$ cat src/rtl/thc_pkg.sv
// Shared types and constants for the temperature and humidity compensation core.
// Used by every module of the block and by its checker; depends on nothing else.
package thc_pkg;

    // Pipeline split: temperature stages, then humidity stages.
    localparam int TEMP_STAGES = 4;
    localparam int HUM_STAGES  = 9;
    localparam int PIPE_DEPTH  = TEMP_STAGES + HUM_STAGES;

    // Configuration register indexes.
    localparam logic [2:0] REG_CAL_T1    = 3'd0;
    localparam logic [2:0] REG_CAL_T2    = 3'd1;
    localparam logic [2:0] REG_CAL_T3    = 3'd2;
    localparam logic [2:0] REG_CAL_H1    = 3'd3;
    localparam logic [2:0] REG_CAL_H2    = 3'd4;
    localparam logic [2:0] REG_CAL_H3    = 3'd5;
    localparam logic [2:0] REG_CAL_H4_H5 = 3'd6;
    localparam logic [2:0] REG_CAL_H6    = 3'd7;

    // Compensation constants.
    localparam logic [31:0] TEMP_ROUND   = 32'd128;
    localparam logic [31:0] HUM_OFFSET_T = 32'd76800;
    localparam logic [31:0] HUM_ROUND_A  = 32'd16384;
    localparam logic [31:0] HUM_BIAS_B   = 32'd32768;
    localparam logic [31:0] HUM_BIAS_C   = 32'd2097152;
    localparam logic [31:0] HUM_ROUND_D  = 32'd8192;
    localparam logic [31:0] HUM_MAX      = 32'd419430400;
    localparam logic [16:0] HUM_Q10_MAX  = 17'd102400;

    // Calibration register set as seen by the datapath.
    typedef struct packed {
        logic [15:0] t1;
        logic [15:0] t2;
        logic [15:0] t3;
        logic [7:0]  h1;
        logic [15:0] h2;
        logic [7:0]  h3;
        logic [23:0] h4_h5;
        logic [7:0]  h6;
    } t_cal;

endpackage

$ cat src/rtl/thc_pipe_ctrl.sv
// Valid tracking and per-stage load enables for the compensation pipeline.
// Depends on thc_pkg for the pipeline depth.
module thc_pipe_ctrl import thc_pkg::*; (
    input  logic                  i_clk,
    input  logic                  i_rst_n,
    input  logic                  i_valid,
    input  logic                  i_stall,
    output logic [PIPE_DEPTH-1:0] o_en,
    output logic                  o_valid,
    output logic                  o_stall
);

    logic [PIPE_DEPTH-1:0] r_vld;
    logic [PIPE_DEPTH-1:0] n_vld;

    // A stage may load unless it and every stage after it is full and the sink stalls.
    for (genvar k = 0; k < PIPE_DEPTH; k++) begin : g_en
        assign o_en[k] = !i_stall || !(&r_vld[PIPE_DEPTH-1:k]);
    end

    // Valid bits advance with the data.
    always_comb begin
        n_vld = r_vld;
        if (o_en[0]) begin
            n_vld[0] = i_valid;
        end
        for (int k = 1; k < PIPE_DEPTH; k++) begin
            if (o_en[k]) begin
                n_vld[k] = r_vld[k-1];
            end
        end
    end

    always_ff @(posedge i_clk) begin
        if (!i_rst_n) begin
            r_vld <= '0;
        end else begin
            r_vld <= n_vld;
        end
    end

    assign o_valid = r_vld[PIPE_DEPTH-1];
    assign o_stall = !o_en[0];

endmodule

$ cat config.mk
export PLATFORM = sky130hd
export DESIGN_NAME = thc_pipe_ctrl
export DESIGN_NICKNAME = d
export VERILOG_FILES = /design/src/rtl/thc_pkg.sv /design/src/rtl/thc_pipe_ctrl.sv
export SDC_FILE = /design/constraint.sdc
export NUM_CORES = 1
export LEC_CHECK = 0
export BUFFER_PORTS_ARGS = -buffer_cell sky130_fd_sc_hd__buf_2
export CAP_MARGIN = 20
export CORE_MARGIN = 2
export CORE_UTILIZATION = 40
export CTS_CLUSTER_SIZE = 12
export DETAILED_ROUTE_END_ITERATION = 10
export GPL_ROUTABILITY_DRIVEN = 0
export PLACE_DENSITY = 0.73
export SLEW_MARGIN = 20
export SYNTH_ARGS = -nofsm -noshare
export SYNTH_HDL_FRONTEND = slang
export SYNTH_SLANG_ARGS = --single-unit
$ cat constraint.sdc
create_clock -name i_clk -period 1.1 [get_ports i_clk]
set_input_delay 0.055 -clock i_clk [delete_from_list [all_inputs] [get_ports i_clk]]
set_output_delay 0.055 -clock i_clk [all_outputs]
set_load 0.01 [all_outputs]
==> parameters.txt <==
Parameter                              Value

Global routing
  First-pass GRT wire length ... 2070 µm
  Total Routing Usage GR ... 15.55%
  Vias in the first global route ... 475
  Largest net degree at the start of global routing ... 20
  Number of antenna violations at the first check in global routing ... 0
  Congestion Overflow GR ... 0

Logic synthesis
  Most used DFF post-synth ... dfxtp_1
  Synthesized-area fraction occupied by ao, oa, aoi and oai cells ... 14.51%
  EDFF count, synth ... 0
  Area share of the largest cell type after synthesis ... 46.43%
  Post-synthesis sequential element count ... 13
  Xor/xnor cell area share of the yosys netlist ... 0%
  Number of warnings issued by yosys ... 0
  Synth Instances ... 65
  Multiplexer share of the synthesized area ... 0%
  Adder-cell share of the synthesized area ... 0%
  Average instance area after synthesis ... approximately 8.6 µm²
  Post-Synth Simple-Gate Area ... 32.14%
  Async set-reset flop share out of synthesis ... 0%
  Library cell with the largest summed area after synthesis ... dfxtp_1
  Largest family of logic cells by synthesized area ... simple AND/OR/NAND/NOR gates
  Largest cells by area after synthesis ... dfxtp_1 46%, nand2_1 8.7%, nand3_1 5.4%, o21a_1 5.4%, o21ai_0 4.5%
  Proportion of synthesized chip area in sequential cells ... 46.43%
  Area of the mapped netlist ... 560.5 µm²
  Distinct cell type count of the synthesized netlist ... 22
  Post-synthesis net count ... roughly 70

Clock network
  Maximum clock path buffer count ... 2
  Clock Latency Late Sink ... around 280 ps
  TritonCTS clock tree ... done
  Number of CTS-inserted buffers ... 3
  # clock sinks ... 13
  Clock slew at the register clock pins of the worst setup and hold paths ... 80 ps
  H-tree depth reported by CTS ... 1
  Cell at the root of the clock tree ... clkbuf_4

Finish
  Storage element area ... 275.3 µm²
  Count of antenna diodes in the layout ... 0
  # nets final ... 103
  Area occupied by multi-input gates ... 291.5 µm²
  Register name with the most flops ... r_vld
  Share of cells above drive strength 1 ... a little under three fifths
  Max FFs per register ... 13
  Number of inserted filler cells in the final layout ... 117
  Area overhead of the layout relative to synthesis ... 51.79%
  Biggest registers after layout ... r_vld x13

Timing
  Time the final worst path needs with I/O delays and setup ... 1352 ps
  Slew of the pin with the lowest slew margin ... between 300 and 400 ps
  Share of the clock period used by the worst path after layout ... 123.0%
  Final critical-path setup slack ... -252.5 ps
  Min Hold Slack ... 115.6 ps
  Fin. max-slew vios ... 0
  Final setup vio count ... 17
  Maximum operating frequency ... 739.4 MHz
  Hold Fails Final Rpt ... 0
  Slew headroom ... 79.68%
  Clock tree skew after final layout ... 3.489 ps
  Unrepaired setup endpoints after global routing ... true

Route
  Drt initial violations ... 18
  DR WL/cell ... 11.92 µm
  Residual antenna-violating net count after detailed routing ... 0
  Total Wirelength ... around 1300 µm
  Drt drc ... 0
  Via-to-Cell Ratio ... between 5 and 6
  Pre-Repair DR Iteration Count ... 4
  Total number of vias ... 576

Critical path
  CP endpoint kind ... output port
  Setup CP Type ... register to output port
  Highest net fanout along the worst path ... 7
  Reg-to-Reg Start ... r_vld[7]$_SDFFE_PN0P_
  Crit path buf inv count ... 2
  Critical Path Source ... r_vld[7]$_SDFFE_PN0P_
  Cell at the slowest stage of the critical path ... dfxtp_2
  Largest delay contributor family on the critical path ... simple AND/OR/NAND/NOR gates
  Logic depth of the worst path, buffers included ... 5
  Data arrival at the endpoint of the critical path ... around 1300 ps
  Worst R2R Setup Slack ... -50 ps
  Data required time of the critical path ... ~1000 ps
  Endpoint of the worst register-to-register path ... r_vld[2]$_SDFFE_PN0P_
  CP most frequent cell ... nand4_1
  Termination of the worst setup path ... o_en[1]
  Nature of the critical path startpoint ... register
  Depth of the most critical reg-to-reg path ... 6
  Worst path cell trace ... nand4_1, buf_4, nor2_4, nand4_1, buf_2
  Peak per-stage delay on the critical path ... 340 ps

Floorplanning
  Initial Util ... 43.08%
  Floorplan die width ... 41.44 µm
  Die area ... 1717 µm²
  Die outline height ... 41.44 µm
  Core area ... 1301 µm²
  Cell row count ... 13
  I/O pin count ... 19

Power and ir drop
  Power density over the cells ... 953.4 nW/µm²
  Highest ir drop seen on vdd ... 0.6350 mV
  Total power consumption of the routed design ... slightly above 800 µW
  Leakage power ... 0.3349 nW

Min path
  Worst min path class ... input pin to register

Placed design
  Number of I/O port buffers ... 18
  Half-perimeter wire length after detailed placement ... 901.7 µm
  Worst slack after detailed placement ... 15.81 ps

Outcome
  Status ... finished with violations
  Violations in the final reports ... setup timing

Flow run
  Max-cap viol count ... 0
worst reg2reg max path, cell delays in order, from the launching register on:
cell	delay, ps
dfxtp_2	340
nand4_1	110
buf_4	160
nor2_4	170
inv_2	70
buf_6	130
o21ai_2	110
cell usage in the layout (no fill, tap or decap), types with 2 or more instances in the layout:
cell and count:
inv_2 2, o21ai_1 2, buf_2 15, dfxtp_2 6
nand4_1 3, inv_1 3, clkbuf_4 3, buf_4 12
o21ai_2 4, nor2b_1 2, buf_6 4, dfxtp_4 2
nand2_1 13, nand3_1 6, o21a_1 4, dfxtp_1 5
logic make-up after synthesis:
| logic type | count (synthesis) |
|---|---|
| AOI/OAI and AO/OA | 13 |
| buffers and inverters | 8 |
| DFF | 13 |
| and+or+nand+nor | 31 |
Yosys cell counts, types with 2 or more instances:
| cell | instances |
|---|---|
| and3_1 | 2 |
| o21ai_0 | 5 |
| dfxtp_1 | 13 |
| nand4_1 | 3 |
| inv_1 | 4 |
| o21a_1 | 4 |
| nand3_1 | 6 |
| nand2_1 | 13 |
| nor2b_1 | 2 |
where the power goes:
group / internal (mW) / switching [mW] / leakage, nW / total (mW)
Clock: 0.141 / 0.166 / 0.0150 / 0.307
Combinational: 0.0132 / 0.0169 / 0.210 / 0.0302
Sequential: 0.471 / 0.00352 / 0.110 / 0.474
routing by layer:
layer	wire (µm)	GRT usage (%)
met2	683	23.13
met1	569	20.49
met3	74	4.348
met4	20	7.742
met5	0	0
per-stage QoR:
step / utilization, % / cells / area, µm² / TNS [ps]
after detailed placement: 55.19 / 104 / 718.2 / 0
after global placement: 55.19 / 104 / 718.2 / 0
after CTS: 60.87 / 111 / 792.0 / -2587
final: 65.38 / 113 / 850.8 / -2803
after floorplan: - / 65 / 561.8 / 0
after global routing: 65.38 / 113 / 850.8 / -4241
worst min-delay path by stage:
stage / to / depth (start not counted) / slack, ps / start
after CTS: r_vld[11]$_SDFFE_PN0P_ / 3 / 120 / i_stall
final: r_vld[11]$_SDFFE_PN0P_ / 3 / 120 / i_stall
after global placement: r_vld[0]$_SDFFE_PN0P_ / 2 / 270 / i_valid
after floorplan: r_vld[0]$_SDFFE_PN0P_ / 1 / 180 / i_valid
after global routing: r_vld[12]$_SDFFE_PN0P_ / 3 / 130 / i_stall
after detailed placement: r_vld[0]$_SDFFE_PN0P_ / 2 / 270 / i_valid
timing repair:
item / in CTS / in global routing
gates cloned: 0 / 0
pin swaps: 5 / 8
resized for setup: 14 / 12
endpoints found under the setup margin: 12 / 18
setup buffers: 2 / 2
endpoints found under the hold margin: 1 / 0
hold buffers: 1 / 0
layout make-up:
type	instances	area share (%)
Timing Repair Buffer	32	25.88
Tap cell	15	2.206
Clock buffer	4	3.088
Multi-Input combinational cell	44	34.26
Inverter	5	2.206
Sequential cell	13	32.35
Power figures use the tool's default switching activity.
