==> config.mk <==
export PLATFORM = sky130hd
export DESIGN_NAME = thc_temp_path
export DESIGN_NICKNAME = d
export VERILOG_FILES = /design/src/rtl/thc_pkg.sv /design/src/rtl/thc_temp_path.sv
export SDC_FILE = /design/constraint.sdc
export NUM_CORES = 2
export LEC_CHECK = 0
export ABC_AREA = 1
export BUFFER_PORTS_ARGS = -buffer_cell sky130_fd_sc_hd__buf_2
export CORE_MARGIN = 2
export CORE_UTILIZATION = 38
export DETAILED_ROUTE_END_ITERATION = 10
export PLACE_DENSITY = 0.64
export SLEW_MARGIN = 25
export SYNTH_ARGS = -nofsm -noshare
export SYNTH_HDL_FRONTEND = slang
export SYNTH_SLANG_ARGS = --single-unit
==> constraint.sdc <==
create_clock -name i_clk -period 10.52 [get_ports i_clk]
set_input_delay 1.578 -clock i_clk [delete_from_list [all_inputs] [get_ports i_clk]]
set_output_delay 1.578 -clock i_clk [all_outputs]
set_load 0.01 [all_outputs]
==> src/rtl/thc_pkg.sv <==
// Shared types and constants for the temperature and humidity compensation core.
// Used by every module of the block and by its checker; depends on nothing else.
package thc_pkg;

    // Pipeline split: temperature stages, then humidity stages.
    localparam int TEMP_STAGES = 4;
    localparam int HUM_STAGES  = 9;
    localparam int PIPE_DEPTH  = TEMP_STAGES + HUM_STAGES;

    // Configuration register indexes.
    localparam logic [2:0] REG_CAL_T1    = 3'd0;
    localparam logic [2:0] REG_CAL_T2    = 3'd1;
    localparam logic [2:0] REG_CAL_T3    = 3'd2;
    localparam logic [2:0] REG_CAL_H1    = 3'd3;
    localparam logic [2:0] REG_CAL_H2    = 3'd4;
    localparam logic [2:0] REG_CAL_H3    = 3'd5;
    localparam logic [2:0] REG_CAL_H4_H5 = 3'd6;
    localparam logic [2:0] REG_CAL_H6    = 3'd7;

    // Compensation constants.
    localparam logic [31:0] TEMP_ROUND   = 32'd128;
    localparam logic [31:0] HUM_OFFSET_T = 32'd76800;
    localparam logic [31:0] HUM_ROUND_A  = 32'd16384;
    localparam logic [31:0] HUM_BIAS_B   = 32'd32768;
    localparam logic [31:0] HUM_BIAS_C   = 32'd2097152;
    localparam logic [31:0] HUM_ROUND_D  = 32'd8192;
    localparam logic [31:0] HUM_MAX      = 32'd419430400;
    localparam logic [16:0] HUM_Q10_MAX  = 17'd102400;

    // Calibration register set as seen by the datapath.
    typedef struct packed {
        logic [15:0] t1;
        logic [15:0] t2;
        logic [15:0] t3;
        logic [7:0]  h1;
        logic [15:0] h2;
        logic [7:0]  h3;
        logic [23:0] h4_h5;
        logic [7:0]  h6;
    } t_cal;

endpackage

==> src/rtl/thc_temp_path.sv <==
// Temperature half of the datapath: fine temperature and hundredths of a degree.
// Depends on thc_pkg for constants and the calibration struct.
module thc_temp_path import thc_pkg::*; (
    input  logic                   i_clk,
    input  logic [TEMP_STAGES-1:0] i_en,
    input  t_cal                   i_cal,
    input  logic [19:0]            i_raw_temp,
    input  logic [15:0]            i_raw_hum,
    output logic [31:0]            o_fine,
    output logic [26:0]            o_centi,
    output logic [31:0]            o_hum_v,
    output logic [15:0]            o_raw_hum
);

    logic [31:0] w_t1;
    logic [31:0] w_t2;
    logic [31:0] w_t3;
    logic [31:0] w_diff;
    logic [31:0] w_c5;
    logic [31:0] w_centi;

    // Stage registers.
    logic [31:0] r_p1, r_dd;
    logic [15:0] r_hum1, r_hum2, r_hum3, r_hum4;
    logic [31:0] r_a2, r_b2;
    logic [31:0] r_fine3;
    logic [31:0] r_fine4, r_v4;
    logic [26:0] r_centi4;

    assign w_t1   = {16'b0, i_cal.t1};
    assign w_t2   = {{16{i_cal.t2[15]}}, i_cal.t2};
    assign w_t3   = {{16{i_cal.t3[15]}}, i_cal.t3};
    assign w_diff = {16'b0, i_raw_temp[19:4]} - w_t1;

    // Stage 1: linear and square products of the raw reading.
    always_ff @(posedge i_clk) begin
        if (i_en[0]) begin
            r_p1   <= ({15'b0, i_raw_temp[19:3]} - {15'b0, i_cal.t1, 1'b0}) * w_t2;
            r_dd   <= w_diff * w_diff;
            r_hum1 <= i_raw_hum;
        end
    end

    // Stage 2: scale the linear term and apply the quadratic gain.
    always_ff @(posedge i_clk) begin
        if (i_en[1]) begin
            r_a2   <= 32'($signed(r_p1) >>> 11);
            r_b2   <= 32'($signed(r_dd) >>> 12) * w_t3;
            r_hum2 <= r_hum1;
        end
    end

    // Stage 3: fine temperature.
    always_ff @(posedge i_clk) begin
        if (i_en[2]) begin
            r_fine3 <= r_a2 + 32'($signed(r_b2) >>> 14);
            r_hum3  <= r_hum2;
        end
    end

    // Stage 4: temperature in hundredths and the humidity temperature offset.
    assign w_c5    = r_fine3 + {r_fine3[29:0], 2'b0} + TEMP_ROUND;
    assign w_centi = 32'($signed(w_c5) >>> 8);

    always_ff @(posedge i_clk) begin
        if (i_en[3]) begin
            r_fine4  <= r_fine3;
            r_centi4 <= w_centi[26:0];
            r_v4     <= r_fine3 - HUM_OFFSET_T;
            r_hum4   <= r_hum3;
        end
    end

    assign o_fine    = r_fine4;
    assign o_centi   = r_centi4;
    assign o_hum_v   = r_v4;
    assign o_raw_hum = r_hum4;

endmodule

==> results summary <==
The worst min-delay path class is flip-flop to flip-flop. The register area share after synthesis came out at 17.0%. The highest clock frequency the design can meet came out at 115 MHz.

The antenna violation net count after detailed routing came out at 0. The root cell of the clock tree is clkbuf_16. The final critical-path share of the clock period is between 80% and 90%.

The count of buffers from port buffering is ~190. The region available for standard cell placement spans 109000 sq um. Between clock sinks in the finished design, the worst skew comes to 0.0348 ns. Setup violations remaining at the end of the flow were counted as 0. Synthesis inferred 234 register bits. Of all flip-flops after synthesis, the portion carrying an async set or reset was 0%. The final-report hold violation count is 0.

The remaining global-route overflow is 0. Among all flip-flop cells after synthesis, the most frequent one is edfxtp_1. The post-synthesis net count is 5946. At the end of routability-driven placement, the weighted congestion stood at 0.926. The wire length of the first global-routing pass is 166 mm.

The number of hold buffers added after CTS was 0. The critical path in this run is classified as input pin to flip-flop. The share of final-layout standard cells stronger than drive strength 1 came out at 6.67%. The mean post-synth cell area is 8.90 sq um. The global-route usage over all layers came out at 18.7%.

The initial standard-cell utilization of the core is 38.2%. The number of CTS-inserted buffers came out at 27. The first-iteration detailed-routing DRC count is 1931. The launching element type of the critical path is an input pin.

The die area came out at between 100000 and 150000 sq um. In this run the cell area of the synthesized design comes to 41400 sq um. The count of pins over their slew limit is 0. The number of setup buffers added after CTS is 0. The post-route setup TNS is 0 ns. The pin count of the biggest net entering global routing came out at 69. The clock transition at the registers of the reported paths is roughly 0.06 ns.

The initial antenna violation count came to 2. The count of yosys warnings during synthesis came out at 0. The residual DRC count is 0. Setup repair after global routing left no endpoint under its margin. Synthesis instantiated 46 different standard cells from the library. The die boundary height came out at 334 um.

The floorplan die width is approximately 330 um. The row count is between 100 and 150. The number of sinks handled by clock tree synthesis is 234. In this run the tightest slew margin relative to its limit is just under 40%. The endpoint arrival time on the critical path is 9.02 ns.

The largest fanout on the critical path came out at 22. The cell with the biggest individual delay on the critical path is fa_1. The maximum count of clock buffers along a single path is 3.

The number of cells produced by synthesis came out at 4657. By instance count, the cell type seen most on the critical path is nand2_1. The flow ran to the end, and the final reports show no timing, DRC or antenna violations.

The number of gates given a new drive strength after cts came out at 0. The net total in the final layout came out at 6069. The number of detailed-routing iterations run before antenna repair is 7. For the pin with the worst max-slew slack, the measured transition is 0.918 ns. Detailed placement finished with a half-perimeter wire length of 82.7 mm. The via count came out at 29900.

The later pin in the worst-skew pair is clocked with a latency of 0.56 ns. The detailed-route vias per instance came out at 4.82. TritonCTS built the clock tree. The longest individual stage delay on the worst path is 0.84 ns.

The number of global-route vias before repair came out at 32200. STA classifies the critical path endpoint as a flip-flop. The number of flops mapped to enable cells by yosys came out at 234. The area added between synthesis and finish is 8.00%.

The max-capacitance violation count is 0. STA puts the critical path data required time at 10.82 ns. Summed over all layers, the routed wires come to 101 mm.

During I/O placement, the number of pins put on the boundary was 260. The minimum period implied by the final worst setup slack is 8.72 ns. Dividing the detail-routed wire length by the instance count gives 16.2 um.

In this run the number of H-tree levels came out at 1.
registers in the layout (all words and copies together), names as in the netlist, 18 cells and up:
register  count
r_p1         21
o_centi      24
o_hum_v      22
o_fine       22
r_dd         20
r_a2         21
r_fine3      22
r_b2         18
metal layers:
| metal | up-vias | GRT usage [%] | wire (um) | share of wire [%] |
|---|---|---|---|---|
| met5 | - | 0 | 16 | 0.016 |
| met4 | 2 | 4.88 | 2800 | 2.8 |
| met3 | 176 | 3.19 | 7270 | 7.2 |
| met2 | 933 | 32.6 | 49300 | 49 |
| met1 | 14900 | 24.0 | 41400 | 41 |
| li1 | 13900 | - | - | - |
kinds of logic (layout without fill, tap and decap cells):
group,Yosys count,after routing,synth area share (%)
xor gates and xnor gates,147,147,3.13
other,0,1,0
and+or+nand+nor,1402,1402,13.4
DFF,234,234,17.0
buffers and inverters,1438,1579,13.3
adders and majority gates,1136,1136,49.1
AOI/OAI and AO/OA,300,300,4.13
worst max-delay path: cells and delay by family:
kind	cells	cell delay (ns)
AO/OA/AOI/OAI	4	0.63
adder cells (fa/ha/maj)	9	4.51
AND/OR/NAND/NOR	11	1.35
buffers and inverters	6	0.93
path summary, 6_finish.rpt:
| check | depth (start not counted) | to | slack, ns | from |
|---|---|---|---|---|
| worst min register to register | 0 | r_hum2[10] | 0.41 | r_hum1[10] |
| worst min-delay path | 0 | r_hum2[10] | 0.41 | r_hum1[10] |
| worst max register to register | 21 | r_b2[19] | 3.96 | r_dd[21] |
| worst max-delay path | 30 | r_dd[31] | 1.80 | i_cal[96] |
layout make-up:
| type | count | area, sq um |
|---|---|---|
| Antenna cell | 1 | 2.50 |
| Clock buffer | 32 | 694 |
| Clock inverter | 15 | 171 |
| Fill cell | 10700 | 63800 |
| Inverter | 1293 | 4860 |
| Multi-Input combinational cell | 2985 | 28900 |
| Sequential cell | 234 | 7030 |
| Tap cell | 1414 | 1770 |
| Timing Repair Buffer | 239 | 1320 |
stage by stage:
step	utilization [%]	instances	hold slack (ns)	setup WS, ns	area, sq um
global route	41.2	6212	0.419	1.32	44800
finish	41.2	6213	0.411	1.80	44800
floorplan	-	4657	0.400	2.38	41400
detailed placement	40.4	6165	0.405	1.23	43900
CTS	41.2	6212	0.413	1.81	44800
global placement	40.4	6165	0.400	1.34	43900
synth_stat cells (13+ instances only):
library cell	n	area share, %
a21o_1	20	0.36
a21oi_1	147	1.8
a31oi_1	15	0.23
buf_4	24	0.43
clkbuf_1	103	0.93
edfxtp_1	234	17
fa_1	815	39
ha_1	321	9.7
inv_1	1279	12
nand2_1	923	8.4
nand3_1	77	0.93
nand4_1	21	0.32
nor2_1	311	2.8
nor3_1	22	0.27
o21ai_0	71	0.86
o21bai_1	13	0.24
or2_2	26	0.39
xnor2_1	39	0.82
xor2_1	107	2.3
placed cells by master (no fill, tap or decap), types with 22 or more instances in the layout:
cell type	n
inv_1	1279
ha_1	321
buf_4	48
fa_1	815
xor2_1	106
nand2_1	923
xnor2_1	39
a21oi_1	147
nand3_1	77
or2_2	26
clkbuf_16	27
edfxtp_1	234
nor3_1	22
buf_2	191
nor2_1	311
o21ai_0	71
Power is not shown: default switching activity piles up to over one toggle a cycle in this logic, so the estimate is an artifact.
